$ cat src/sv/kte_pkg.sv
// shared types and constants for the k-nearest-neighbor search block
// no dependencies

package kte_pkg;

    localparam int KIND_W     = 2;
    localparam int VALUE_W    = 16;
    localparam int INDEX_W    = 32;
    localparam int DIM_W      = 7;
    localparam int NBR_W      = 5;
    localparam int CFG_ADDR_W = 2;
    localparam int CFG_DATA_W = 32;

    // input item kinds
    localparam logic [KIND_W-1:0] KIND_QUERY = 2'd0;
    localparam logic [KIND_W-1:0] KIND_DATA  = 2'd1;
    localparam logic [KIND_W-1:0] KIND_END   = 2'd2;

    // configuration register indexes
    localparam logic [CFG_ADDR_W-1:0] CFG_DIMENSION      = 2'd0;
    localparam logic [CFG_ADDR_W-1:0] CFG_NEIGHBOR_COUNT = 2'd1;
    localparam logic [CFG_ADDR_W-1:0] CFG_INDEX_BASE     = 2'd2;

    // classified item as held in the front queue
    typedef struct packed {
        logic               is_query;
        logic               is_data;
        logic               is_end;
        logic [VALUE_W-1:0] value;
    } t_item;

endpackage

$ cat src/sv/kte_if.sv
// channel interfaces: item input, result output, configuration write
// depends on kte_pkg

interface kte_in_if;
    logic                       valid;
    logic                       ready;
    logic [kte_pkg::KIND_W-1:0] kind;
    logic [kte_pkg::VALUE_W-1:0] value;

    modport source (output valid, output kind, output value, input ready);
    modport sink   (input valid, input kind, input value, output ready);
endinterface


$ cat src/sv/kte_front.sv
// front end: accepts input transfers, classifies the kind, queues items
// depends on kte_pkg and kte_in_if

module kte_front (
    input  logic           i_clk,
    input  logic           i_rst_n,
    kte_in_if.sink         i_in,
    output kte_pkg::t_item o_item,
    output logic           o_item_valid,
    input  logic           i_item_pop
);

    localparam int QDEPTH = 4;
    localparam int QAW    = $clog2(QDEPTH);

    kte_pkg::t_item   r_mem [QDEPTH];
    logic [QAW-1:0]   r_wr_ptr, n_wr_ptr;
    logic [QAW-1:0]   r_rd_ptr, n_rd_ptr;
    logic [QAW:0]     r_cnt, n_cnt;
    kte_pkg::t_item   w_item;
    logic             w_push;
    logic             w_pop;

    assign i_in.ready   = (r_cnt != (QAW+1)'(QDEPTH));
    assign o_item_valid = (r_cnt != '0);
    assign o_item       = r_mem[r_rd_ptr];

    always_comb begin
        w_item.is_query = (i_in.kind == kte_pkg::KIND_QUERY);
        w_item.is_data  = (i_in.kind == kte_pkg::KIND_DATA);
        w_item.is_end   = (i_in.kind == kte_pkg::KIND_END);
        w_item.value    = i_in.value;
    end

    // unknown kinds are taken and dropped
    assign w_push = i_in.valid && i_in.ready &&
                    (w_item.is_query || w_item.is_data || w_item.is_end);
    assign w_pop  = i_item_pop && o_item_valid;

    always_comb begin
        n_wr_ptr = w_push ? r_wr_ptr + 1'b1 : r_wr_ptr;
        n_rd_ptr = w_pop  ? r_rd_ptr + 1'b1 : r_rd_ptr;
        unique case ({w_push, w_pop})
            2'b10:   n_cnt = r_cnt + 1'b1;
            2'b01:   n_cnt = r_cnt - 1'b1;
            default: n_cnt = r_cnt;
        endcase
    end

    always_ff @(posedge i_clk) begin
        if (!i_rst_n) begin
            r_wr_ptr <= '0;
            r_rd_ptr <= '0;
            r_cnt    <= '0;
        end else begin
            r_wr_ptr <= n_wr_ptr;
            r_rd_ptr <= n_rd_ptr;
            r_cnt    <= n_cnt;
        end
    end

    always_ff @(posedge i_clk) begin
        if (w_push) begin
            r_mem[r_wr_ptr] <= w_item;
        end
    end

endmodule

$ cat src/flat_wrapper.sv
// flat-port wrapper written by rule: the top's interface ports become plain ports
module kte_front_flat 
  (i_clk, i_rst_n, o_item, o_item_valid, i_item_pop, i_in_valid, i_in_kind, i_in_value, i_in_ready);
  kte_in_if i_in_i ();
  input  logic i_clk;
  input  logic i_rst_n;
  output kte_pkg::t_item o_item;
  output logic o_item_valid;
  input  logic i_item_pop;
  input wire logic [$bits(i_in_i.valid)-1:0] i_in_valid;
  input wire logic [$bits(i_in_i.kind)-1:0] i_in_kind;
  input wire logic [$bits(i_in_i.value)-1:0] i_in_value;
  output wire logic [$bits(i_in_i.ready)-1:0] i_in_ready;
  assign i_in_i.valid = i_in_valid;
  assign i_in_i.kind = i_in_kind;
  assign i_in_i.value = i_in_value;
  assign i_in_ready = i_in_i.ready;
  kte_front u_core (.i_clk(i_clk), .i_rst_n(i_rst_n), .i_in(i_in_i), .o_item(o_item), .o_item_valid(o_item_valid), .i_item_pop(i_item_pop));
endmodule
$ cat config.mk
export PLATFORM = sky130hd
export DESIGN_NAME = kte_front_flat
export DESIGN_NICKNAME = d
export VERILOG_FILES = /design/src/sv/kte_pkg.sv /design/src/sv/kte_if.sv /design/src/sv/kte_front.sv /design/src/flat_wrapper.sv
export SDC_FILE = /design/constraint.sdc
export NUM_CORES = 1
export LEC_CHECK = 0
export BUFFER_PORTS_ARGS = -buffer_cell sky130_fd_sc_hd__buf_2
export CORE_MARGIN = 4
export CORE_UTILIZATION = 51
export CTS_BUF_LIST = sky130_fd_sc_hd__clkbuf_8 sky130_fd_sc_hd__clkbuf_16
export DETAILED_ROUTE_END_ITERATION = 8
export GPL_TIMING_DRIVEN = 0
export PLACE_DENSITY = 0.75
export SYNTH_ARGS = -nofsm -noshare
export SYNTH_HDL_FRONTEND = slang
export SYNTH_SLANG_ARGS = --single-unit
$ cat constraint.sdc
create_clock -name i_clk -period 1.87 [get_ports i_clk]
set_clock_uncertainty 0.05 [all_clocks]
set_input_delay 0.187 -clock i_clk [delete_from_list [all_inputs] [get_ports i_clk]]
set_output_delay 0.187 -clock i_clk [all_outputs]
set_load 0.005 [all_outputs]
==> qor.csv <==
stage,metric,value,unit
run_status,status,"complete, no violations",
timing,fmax,536,MHz
timing,period utilization,99.7,%
global_route,largest net degree at the start of global routing,20,
route,routed len/inst,17.1,µm
die,die width,88.6,µm
clock_tree,Worst-Skew Late Latency,0.35,ns
route,# DRC,0,
synth,Syn Area/Cell,21.4,µm²
clock_tree,TritonCTS Buffers,9,
die,Core Box Area,0.00631,mm²
worst_setup_path,worst-path fanout max,6,
placed_design,Final GP Congestion,0.637,
layout,area grow syn2layout,23.2,%
worst_setup_path,worst endpoint data arrival time,2.09,ns
worst_setup_path,Startpoint Class,flip-flop,
clock_tree,TritonCTS clock tree,built,
die,die area,0.00784,mm²
power,pwr/cell area,1270,mW/mm²
clock_tree,H-tree levels,3,
clock_tree,clk slew on worst S/H paths,0.08,ns
layout,final std cells w/o fill,311,
global_route,GR Util All Layers,14.4,%
power,Leak,1.42,nW
route,Routed Antenna Nets,0,
placed_design,DP HPWL,3290,µm
synth,Synth area leader,edfxtp_1,
timing,Final Hold Fails,0,
worst_setup_path,CP Capture Type,flip-flop,
clock_tree,clk root buf,clkbuf_8,
die,# rows,29,
die,Starting Density,52.4,%
synth,Synth cell types,26,
power,Max VDD drop,0.897,mV
synth,Synth warnings,0,
layout,fin nets,257,
timing,fin crit period,1.87,ns
synth,Synth top area share,68.9,%
worst_setup_path,cell at the slowest stage of the critical path,dfxtp_2,
global_route,antenna violations before repair,0,
clock_tree,Clock Path Buffers,2,
placed_design,placed instance count,273,
layout,share of post-route cells with drive strength above 1,42.7,%
layout,Filler cells,435,
route,initial DRC count,122,
synth,Post-Syn Instances,155,
placed_design,number of port buffers,41,
timing,Slew Limit Fails,0,
worst_setup_path,"Req. time, crit path",2.09,ns
worst_hold_path,worst min-delay path class,in -> reg,
synth,Post-Syn Nets,183,
route,DR WL met3,217,µm
route,Vias/cell,5.17,
global_route,GRT Residual Overflow,0,
timing,Max-slew headroom,65.7,%
timing,Worst Tran Pin Value,0.514,ns
timing,Setup Viol. Count Final,0,
synth,"flops & latches, synth",85,
timing,final critical-path setup slack,0.00495,ns
global_route,number of global-route vias before repair,1636,
route,highest routed layer,met4,
route,vias post-DR,1608,
job,max_cap viols,0,
layout,final core occ,64.6,%
synth,mapped cell area,0.00331,mm²
worst_setup_path,biggest cell delay along the critical path,0.36,ns
worst_setup_path,WS Path Type,reg -> reg,
die,die height,88.6,µm
route,met1 WL,2260,µm
route,drt pass-1 iters,4,
route,met2 wire len,2730,µm
synth,Synth area leaders,"edfxtp_1 (69%), mux4_1 (7.1%), mux4_2 (6.8%)",
synth,post-synthesis sequential area ratio,74.4,%
die,I/O Pins,43,
worst_setup_path,CP Cell Sequence,nor2_4 -> a221oi_4 -> inv_1 -> ha_2 -> inv_2 -> fa_2 -> xor2_1 -> or3_1 -> a21boi_1,
layout,ANT cells,0,
timing,final hold slack,0.0137,ns
clock_tree,clock sink count,85,
global_route,global-route wire length before repair,8000,µm
route,Routed WL,5320,µm
placed_design,DP Worst Slack,-0.306,ns
timing,RSZ-0062 raised after global routing,true,
==> timing repair <==
item	in CTS	in global routing
buffers inserted	7	0
hold buffers	11	3
resized for setup	9	13
hold endpoints to repair	44	12
gates cloned	0	1
pin swaps	3	1
setup endpoints to repair	88	20
==> layout by cell type (no fill, tap or decap), types with 2 or more instances in the layout <==
cell	count
bufinv_16	2
clkinvlp_4	2
and2_2	3
buf_12	3
ha_1	4
dlygate4sd3_1	14
and2_1	3
edfxtp_1	76
dfxtp_1	5
mux4_2	18
mux2i_1	2
buf_2	41
nand2_1	6
inv_1	7
nor2b_1	4
xnor2_1	3
dfxtp_2	3
o21ai_0	2
buf_4	4
buf_6	2
clkbuf_8	9
==> critical path, delay by kind of cell (launching register included) <==
kind / cells / cell delay [ns]
simple gates: 2 / 0.44
xor+xnor: 1 / 0.15
fa+ha+maj: 2 / 0.50
compound gates: 2 / 0.19
flops: 1 / 0.36
buf+inv: 2 / 0.10
==> synthesized netlist by cell type, drive strengths merged <==
library cell	instances
fa	1
xor2	1
o21ai	2
mux2i	2
clkbuf	1
dfxtp	9
ha	5
nor2b	4
nand2	6
a21boi	1
or3	2
o31a	1
o311ai	1
nor2	2
a221oi	1
edfxtp	76
buf	4
inv	7
and2	7
xnor2	3
mux4	19
==> through the flow <==
| step | area [µm²] | setup TNS [ns] | power, mW |
|---|---|---|---|
| after global routing | 4080 | -0.349 | 5.48 |
| final | 4080 | 0 | 5.19 |
| after detailed placement | 3620 | -23.07 | 3.59 |
| after global placement | 3620 | -21.68 | 3.56 |
| after CTS | 4040 | -0.0248 | 5.14 |
| after floorplan | 3320 | 0 | 3.20 |
==> cell type report <==
type,instances,area (µm²),area share [%]
tap,77,96.3,2.36
buffer,5,57.6,1.41
timing repair buffer,63,452,11.1
clock inverter,7,91.3,2.24
multi-input combinational,58,763,18.7
sequential,85,2470,60.5
clock buffer,9,124,3.04
inverter,7,26.3,0.644
==> layer usage <==
metal | GRT usage, % | up-vias
met2 | 22.7 | 31
met3 | 4.93 | 10
met4 | 7.42 | 0
met1 | 17.8 | 801
li1 | - | 766
met5 | 0 | -
==> worst paths after layout <==
kind	startpoint	to	cells after the start	slack [ns]
max	u_core.r_cnt[1]$_SDFFE_PN0P_	u_core.r_cnt[2]$_SDFFE_PN0P_	9	0.005
min	i_in_value[12]	u_core.r_mem[1][12]$_DFFE_PP_	1	0.01
min reg2reg	u_core.r_wr_ptr[0]$_SDFFE_PN0P_	u_core.r_wr_ptr[0]$_SDFFE_PN0P_	2	0.46
max reg2reg	u_core.r_cnt[1]$_SDFFE_PN0P_	u_core.r_cnt[2]$_SDFFE_PN0P_	9	0.005
==> flip-flops by register name, summed over array words and instances, names as in the netlist, named ones only <==
signal	flops
u_core.r_wr_ptr	2
u_core.r_mem	76
u_core.r_cnt	3
u_core.r_rd_ptr	2
==> power by group <==
part,switching [mW],total [mW],internal [mW]
logic,0.580,1.47,0.887
clock network,0.621,1.37,0.744
registers,0.0990,2.36,2.26
==> cell families after synthesis <==
group,share of synthesized area [%]
DFF,74.4
muxes,14.6
and+or+nand+nor,3.48
buffers and inverters,2.15
AOI/OAI and AO/OA,1.89
adders and majority gates,2.49
xor gates and xnor gates,1.06
Power figures use the tool's default switching activity.
