### src/sv/kte_pkg.sv
// shared types and constants for the k-nearest-neighbor search block
// no dependencies

package kte_pkg;

    localparam int KIND_W     = 2;
    localparam int VALUE_W    = 16;
    localparam int INDEX_W    = 32;
    localparam int DIM_W      = 7;
    localparam int NBR_W      = 5;
    localparam int CFG_ADDR_W = 2;
    localparam int CFG_DATA_W = 32;

    // input item kinds
    localparam logic [KIND_W-1:0] KIND_QUERY = 2'd0;
    localparam logic [KIND_W-1:0] KIND_DATA  = 2'd1;
    localparam logic [KIND_W-1:0] KIND_END   = 2'd2;

    // configuration register indexes
    localparam logic [CFG_ADDR_W-1:0] CFG_DIMENSION      = 2'd0;
    localparam logic [CFG_ADDR_W-1:0] CFG_NEIGHBOR_COUNT = 2'd1;
    localparam logic [CFG_ADDR_W-1:0] CFG_INDEX_BASE     = 2'd2;

    // classified item as held in the front queue
    typedef struct packed {
        logic               is_query;
        logic               is_data;
        logic               is_end;
        logic [VALUE_W-1:0] value;
    } t_item;

endpackage

### src/sv/kte_dist.sv
// distance pipeline: query store, coordinate difference, square, accumulate
// depends on kte_pkg

module kte_dist #(
    parameter int MAX_DIM = 64,
    parameter int SUM_W   = 40
) (
    input  logic                         i_clk,
    input  logic                         i_rst_n,
    input  kte_pkg::t_item               i_item,
    input  logic                         i_item_valid,
    output logic                         o_item_pop,
    input  logic [kte_pkg::DIM_W-1:0]    i_dimension,
    input  logic [kte_pkg::INDEX_W-1:0]  i_index_base,
    input  logic                         i_rank_busy,
    output logic                         o_end,
    output logic                         o_off_valid,
    output logic [SUM_W-1:0]             o_off_dist,
    output logic [kte_pkg::INDEX_W-1:0]  o_off_idx
);

    localparam int AW = (MAX_DIM > 1) ? $clog2(MAX_DIM) : 1;
    localparam int VW = kte_pkg::VALUE_W;

    logic [VW-1:0]               r_qmem [MAX_DIM];
    logic [AW-1:0]               r_fill;
    logic [AW-1:0]               r_pos;
    logic [kte_pkg::INDEX_W-1:0] r_vn;

    logic                        r_b_valid;
    logic [VW-1:0]               r_b_value;
    logic [VW-1:0]               r_b_q;
    logic                        r_b_last;
    logic [kte_pkg::INDEX_W-1:0] r_b_idx;

    logic                        r_c_valid;
    logic [31:0]                 r_c_sq;
    logic                        r_c_last;
    logic [kte_pkg::INDEX_W-1:0] r_c_idx;

    logic [SUM_W-1:0]            r_sum;
    logic                        r_off_valid;
    logic [SUM_W-1:0]            r_off_dist;
    logic [kte_pkg::INDEX_W-1:0] r_off_idx;

    logic [AW:0]                 w_eff;
    logic                        w_empty;
    logic                        w_go;
    logic [AW-1:0]               w_q_addr;
    logic [AW:0]                 w_q_inc;
    logic [AW-1:0]               w_q_next;
    logic [AW:0]                 w_pos_inc;
    logic                        w_pos_last;
    logic signed [VW:0]          w_diff;
    logic signed [2*VW+1:0]      w_sq;
    logic [SUM_W-1:0]            w_sum;

    always_comb begin
        if (i_dimension == '0) begin
            w_eff = (AW+1)'(1);
        end else if (int'(i_dimension) > MAX_DIM) begin
            w_eff = (AW+1)'(MAX_DIM);
        end else begin
            w_eff = (AW+1)'(i_dimension);
        end
    end

    assign w_empty = !r_b_valid && !r_c_valid && !r_off_valid;
    assign w_go    = i_item_valid && !i_rank_busy && (!i_item.is_end || w_empty);
    assign o_item_pop = w_go;
    assign o_end      = w_go && i_item.is_end;

    // query write address, wraps when the dimension was lowered
    assign w_q_addr   = ({1'b0, r_fill} >= w_eff) ? '0 : r_fill;
    assign w_q_inc    = {1'b0, w_q_addr} + (AW+1)'(1);
    assign w_q_next   = (w_q_inc >= w_eff) ? '0 : w_q_inc[AW-1:0];
    assign w_pos_inc  = {1'b0, r_pos} + (AW+1)'(1);
    assign w_pos_last = (w_pos_inc >= w_eff);

    assign w_diff = $signed({r_b_value[VW-1], r_b_value}) - $signed({r_b_q[VW-1], r_b_q});
    assign w_sq   = w_diff * w_diff;
    assign w_sum  = r_sum + SUM_W'(r_c_sq);

    always_ff @(posedge i_clk) begin
        if (w_go && i_item.is_query) begin
            r_qmem[w_q_addr] <= i_item.value;
        end
        if (w_go && i_item.is_data) begin
            r_b_q <= r_qmem[r_pos];
        end
    end

    always_ff @(posedge i_clk) begin
        if (!i_rst_n) begin
            r_fill      <= '0;
            r_pos       <= '0;
            r_vn        <= '0;
            r_sum       <= '0;
            r_b_valid   <= 1'b0;
            r_c_valid   <= 1'b0;
            r_off_valid <= 1'b0;
        end else begin
            r_b_valid   <= w_go && i_item.is_data;
            r_c_valid   <= r_b_valid;
            r_off_valid <= r_c_valid && r_c_last;
            if (w_go && i_item.is_query) begin
                r_fill <= w_q_next;
            end
            if (w_go && i_item.is_data) begin
                r_pos <= w_pos_last ? '0 : w_pos_inc[AW-1:0];
                if (w_pos_last) begin
                    r_vn <= r_vn + 1'b1;
                end
            end
            if (w_go && i_item.is_end) begin
                r_fill <= '0;
                r_pos  <= '0;
                r_vn   <= '0;
                r_sum  <= '0;
            end else if (r_c_valid) begin
                r_sum <= r_c_last ? '0 : w_sum;
            end
        end
    end

    always_ff @(posedge i_clk) begin
        r_b_value  <= i_item.value;
        r_b_last   <= w_pos_last;
        r_b_idx    <= i_index_base + r_vn;
        r_c_sq     <= w_sq[31:0];
        r_c_last   <= r_b_last;
        r_c_idx    <= r_b_idx;
        r_off_dist <= w_sum;
        r_off_idx  <= r_c_idx;
    end

    assign o_off_valid = r_off_valid;
    assign o_off_dist  = r_off_dist;
    assign o_off_idx   = r_off_idx;

endmodule

### config.mk
export PLATFORM = sky130hd
export DESIGN_NAME = kte_dist
export DESIGN_NICKNAME = d
export VERILOG_FILES = /design/src/sv/kte_pkg.sv /design/src/sv/kte_dist.sv
export SDC_FILE = /design/constraint.sdc
export NUM_CORES = 2
export LEC_CHECK = 0
export BUFFER_PORTS_ARGS = -buffer_cell sky130_fd_sc_hd__buf_2
export CAP_MARGIN = 40
export CORE_MARGIN = 2
export CORE_UTILIZATION = 40
export CTS_CLUSTER_DIAMETER = 30
export DETAILED_ROUTE_END_ITERATION = 8
export PLACE_DENSITY = 0.56
export SKIP_CTS_REPAIR_TIMING = 1
export SYNTH_ARGS = -nofsm -noshare
export SYNTH_HDL_FRONTEND = slang
export SYNTH_SLANG_ARGS = --single-unit
### constraint.sdc
create_clock -name i_clk -period 10.2 [get_ports i_clk]
set_input_delay 2.04 -clock i_clk [delete_from_list [all_inputs] [get_ports i_clk]]
set_output_delay 2.04 -clock i_clk [all_outputs]
set_load 0.05 [all_outputs]
==> out/metrics.csv <==
metric,value,unit
vias in the first global route,35653,
Die X,394,um
synth warn,0,
NumNets Final,4743,
critical path class,flip-flop to flip-flop,
H-tree depth,5,
Final min period,8830,ps
total congestion overflow,0,
unrepaired setup endpoints after global routing,false,
CTS root buffer,clkbuf_16,
I/O pin cnt,137,
antenna violations before repair,8,
Clock Sinks,1312,
largest net degree at the start of global routing,84,
pre-CTS setup slack,1410,ps
Critical Path Sink Type,flip-flop,
Initial DRC Count,2484,
setup ws final,1370,ps
DR vias/cell,5.17,
Num CTS Buffers,303,
# DRC,0,
Yosys reg bits,1312,
post-route clock period utilization,86.6,%
vias,33537,
total negative slack,0,ps
max_slew headroom,35.8,%
fin. max-slew vios,0,
dpl hpwl,91900,um
Tot GR Track Use,18.6,%
CP max stage delay,510,ps
critical path's slowest cell,fa_1,
"Reg clk slew, reported paths",50,ps
Worst-Skew Late Latency,880,ps
Reg2Reg Depth,34,
Starting Density,40.2,%
"top cells by area, synth","edfxtp_1, mux4_2, dfxtp_1",
std cell rows,143,
final non-filler cell total,6493,
fmax,113,MHz
ys async rst share,0,%
hold path depth,0,
max cap viols,0,
Worst-Margin Slew,958,ps
Antenna Nets Post-Route,0,
Synthesized Nets,4327,
die height,394,um
Initial DRT Pass Iterations,7,
final hold vios,0,
port bufs,136,
Most Frequent Cell on Critical Path,fa_1,
Final Setup Violations,0,
Post-Route WL,143000,um
global-route wire length before repair,219000,um
Post-synth EDFFs,1040,
HP Class,flip-flop to flip-flop,
R2R Setup Slk,1370,ps
dpl cells,5967,
Placeable Area,0.152,sq mm
Setup Skew,110,ps
reg2reg start,r_b_value[0]$_DFF_P_,
clock buffer depth,4,
area of the die,0.155,sq mm
WP data required,10930,ps
Main synth FF type,edfxtp_1,
Area Growth Syn to Fin,22.4,%
TritonCTS clock tree,built,
Post-Syn Instances,3826,
share of layout cells above drive strength 1,25.3,%
hold_sp,r_b_idx[20]$_DFF_P_,
crit path launch type,flip-flop,
crit-path max FO,18,
post-synth top area share,51.3,%
post-synth design cell area,0.0609,sq mm
cell taking the most area after synthesis,edfxtp_1,
distinct cell type count after synthesis,87,
Hold Path End,r_c_idx[20]$_DFF_P_,
status,"finished, final reports clean",
"Seq/Total Area, Yosys",60.2,%
critical path arrival,9560,ps
Synth Area per Inst,15.9,sq um
placer's final routability congestion estimate,0.855,
Wirelength per Cell,22.0,um
worst r2r dst,r_c_sq[31]$_DFF_P_,
[registers in the layout, summed over array words and instances, names as in the netlist]
signal	count
r_sum	40
r_pos	6
r_fill	6
r_c_last	1
r_b_value	16
r_b_last	1
o_off_valid	1
o_off_dist	40
r_vn	32
r_c_idx	32
r_c_valid	1
r_c_sq	31
r_qmem	1024
r_b_q	16
r_b_valid	1
r_b_idx	32
o_off_idx	32
[cells by family (layout without fill, tap and decap cells)]
logic type | Yosys count | after routing | synth area share (%)
fa+ha+maj | 439 | 439 | 12.2
other cells | 0 | 2 | 0
simple gates | 721 | 721 | 5.78
compound gates | 336 | 336 | 3.69
xor+xnor | 155 | 155 | 2.24
buf+inv | 521 | 1156 | 3.28
mux | 342 | 342 | 12.5
flops | 1312 | 1312 | 60.2
[critical path, delay by kind of cell (launching register included)]
family                     cells  cell delay [ps]
buffers and inverters          8              890
adders and majority gates      9             3800
AOI/OAI and AO/OA             10             2550
DFF                            1              290
and+or+nand+nor                6             1070
xor gates and xnor gates       1              140
[cells in the mapped netlist, types with 6 or more instances]
| cell type | instances |
|---|---|
| nor2_1 | 255 |
| nand3_1 | 35 |
| a211oi_1 | 9 |
| dfxtp_1 | 272 |
| edfxtp_1 | 1040 |
| and3_1 | 12 |
| nand4_1 | 12 |
| a31o_2 | 10 |
| nand4b_1 | 6 |
| clkbuf_1 | 110 |
| or4_1 | 9 |
| or2_2 | 6 |
| o21ai_0 | 47 |
| nand2b_1 | 25 |
| nor3_1 | 33 |
| nor2b_1 | 44 |
| a31oi_1 | 14 |
| buf_1 | 10 |
| o21bai_1 | 11 |
| nor4b_1 | 8 |
| xnor2_1 | 114 |
| nand2_1 | 170 |
| nor4_1 | 24 |
| or3_1 | 14 |
| xor2_1 | 40 |
| ha_1 | 179 |
| buf_2 | 26 |
| a21oi_1 | 109 |
| inv_1 | 365 |
| nand3b_1 | 9 |
| and2_1 | 28 |
| o41ai_1 | 6 |
| o31ai_1 | 8 |
| a21o_1 | 44 |
| nor3b_1 | 16 |
| mux4_2 | 336 |
| o21a_1 | 18 |
| fa_1 | 260 |
[per-layer routing]
metal	track usage [%]	wire (um)	share of wire [%]	vias up
li1	-	-	-	15133
met3	3.83	7370	5.2	288
met2	30.8	70200	49	904
met5	0	29	0.020	-
met4	6.66	4040	2.8	4
met1	24.3	60900	43	17208
[area by class of cell]
cell class	instances	area (sq um)
multi-input combinational	1993	22300
sequential	1312	36700
timing repair buffer	259	1750
fill	12810	77000
clock buffer	344	7910
tap	2030	2540
antenna	2	5.00
inverter	373	1400
clock inverter	180	1940
[how the worst max path moves through the flow]
stage	start	end	slack [ps]
2_1_floorplan	r_b_value[0]$_DFF_P_	r_c_sq[31]$_DFF_P_	2330
3_3_place_gp	r_b_value[0]$_DFF_P_	r_c_sq[31]$_DFF_P_	1490
3_5_place_dp	r_b_value[0]$_DFF_P_	r_c_sq[31]$_DFF_P_	1410
4_1_cts	r_b_value[0]$_DFF_P_	r_c_sq[31]$_DFF_P_	1340
5_1_grt	r_b_value[0]$_DFF_P_	r_c_sq[31]$_DFF_P_	560
6_report	r_b_value[0]$_DFF_P_	r_c_sq[31]$_DFF_P_	1370
[placed cells by master (no fill, tap or decap), types with 33 or more instances in the layout]
| cell | n |
|---|---|
| nor3_1 | 33 |
| buf_2 | 136 |
| fa_1 | 260 |
| nor2b_1 | 35 |
| edfxtp_1 | 1040 |
| inv_1 | 365 |
| nor2_1 | 255 |
| mux4_2 | 336 |
| ha_1 | 179 |
| clkinv_2 | 49 |
| dfxtp_1 | 267 |
| buf_4 | 112 |
| nand3_1 | 35 |
| a21oi_1 | 109 |
| nand2_1 | 169 |
| clkbuf_16 | 306 |
| bufinv_16 | 33 |
| xor2_1 | 39 |
| xnor2_1 | 113 |
| o21ai_0 | 47 |
| a21o_1 | 44 |
[per-stage QoR]
step	area [sq um]	utilization, %	hold WS (ps)
after floorplan	60900	-	310
after global placement	64400	42.5	310
after detailed placement	64600	42.7	312
after CTS	74500	49.2	321
after global routing	74500	49.2	324
final	74500	49.2	320
Power is not shown: default switching activity piles up to over one toggle a cycle in this logic, so the estimate is an artifact.
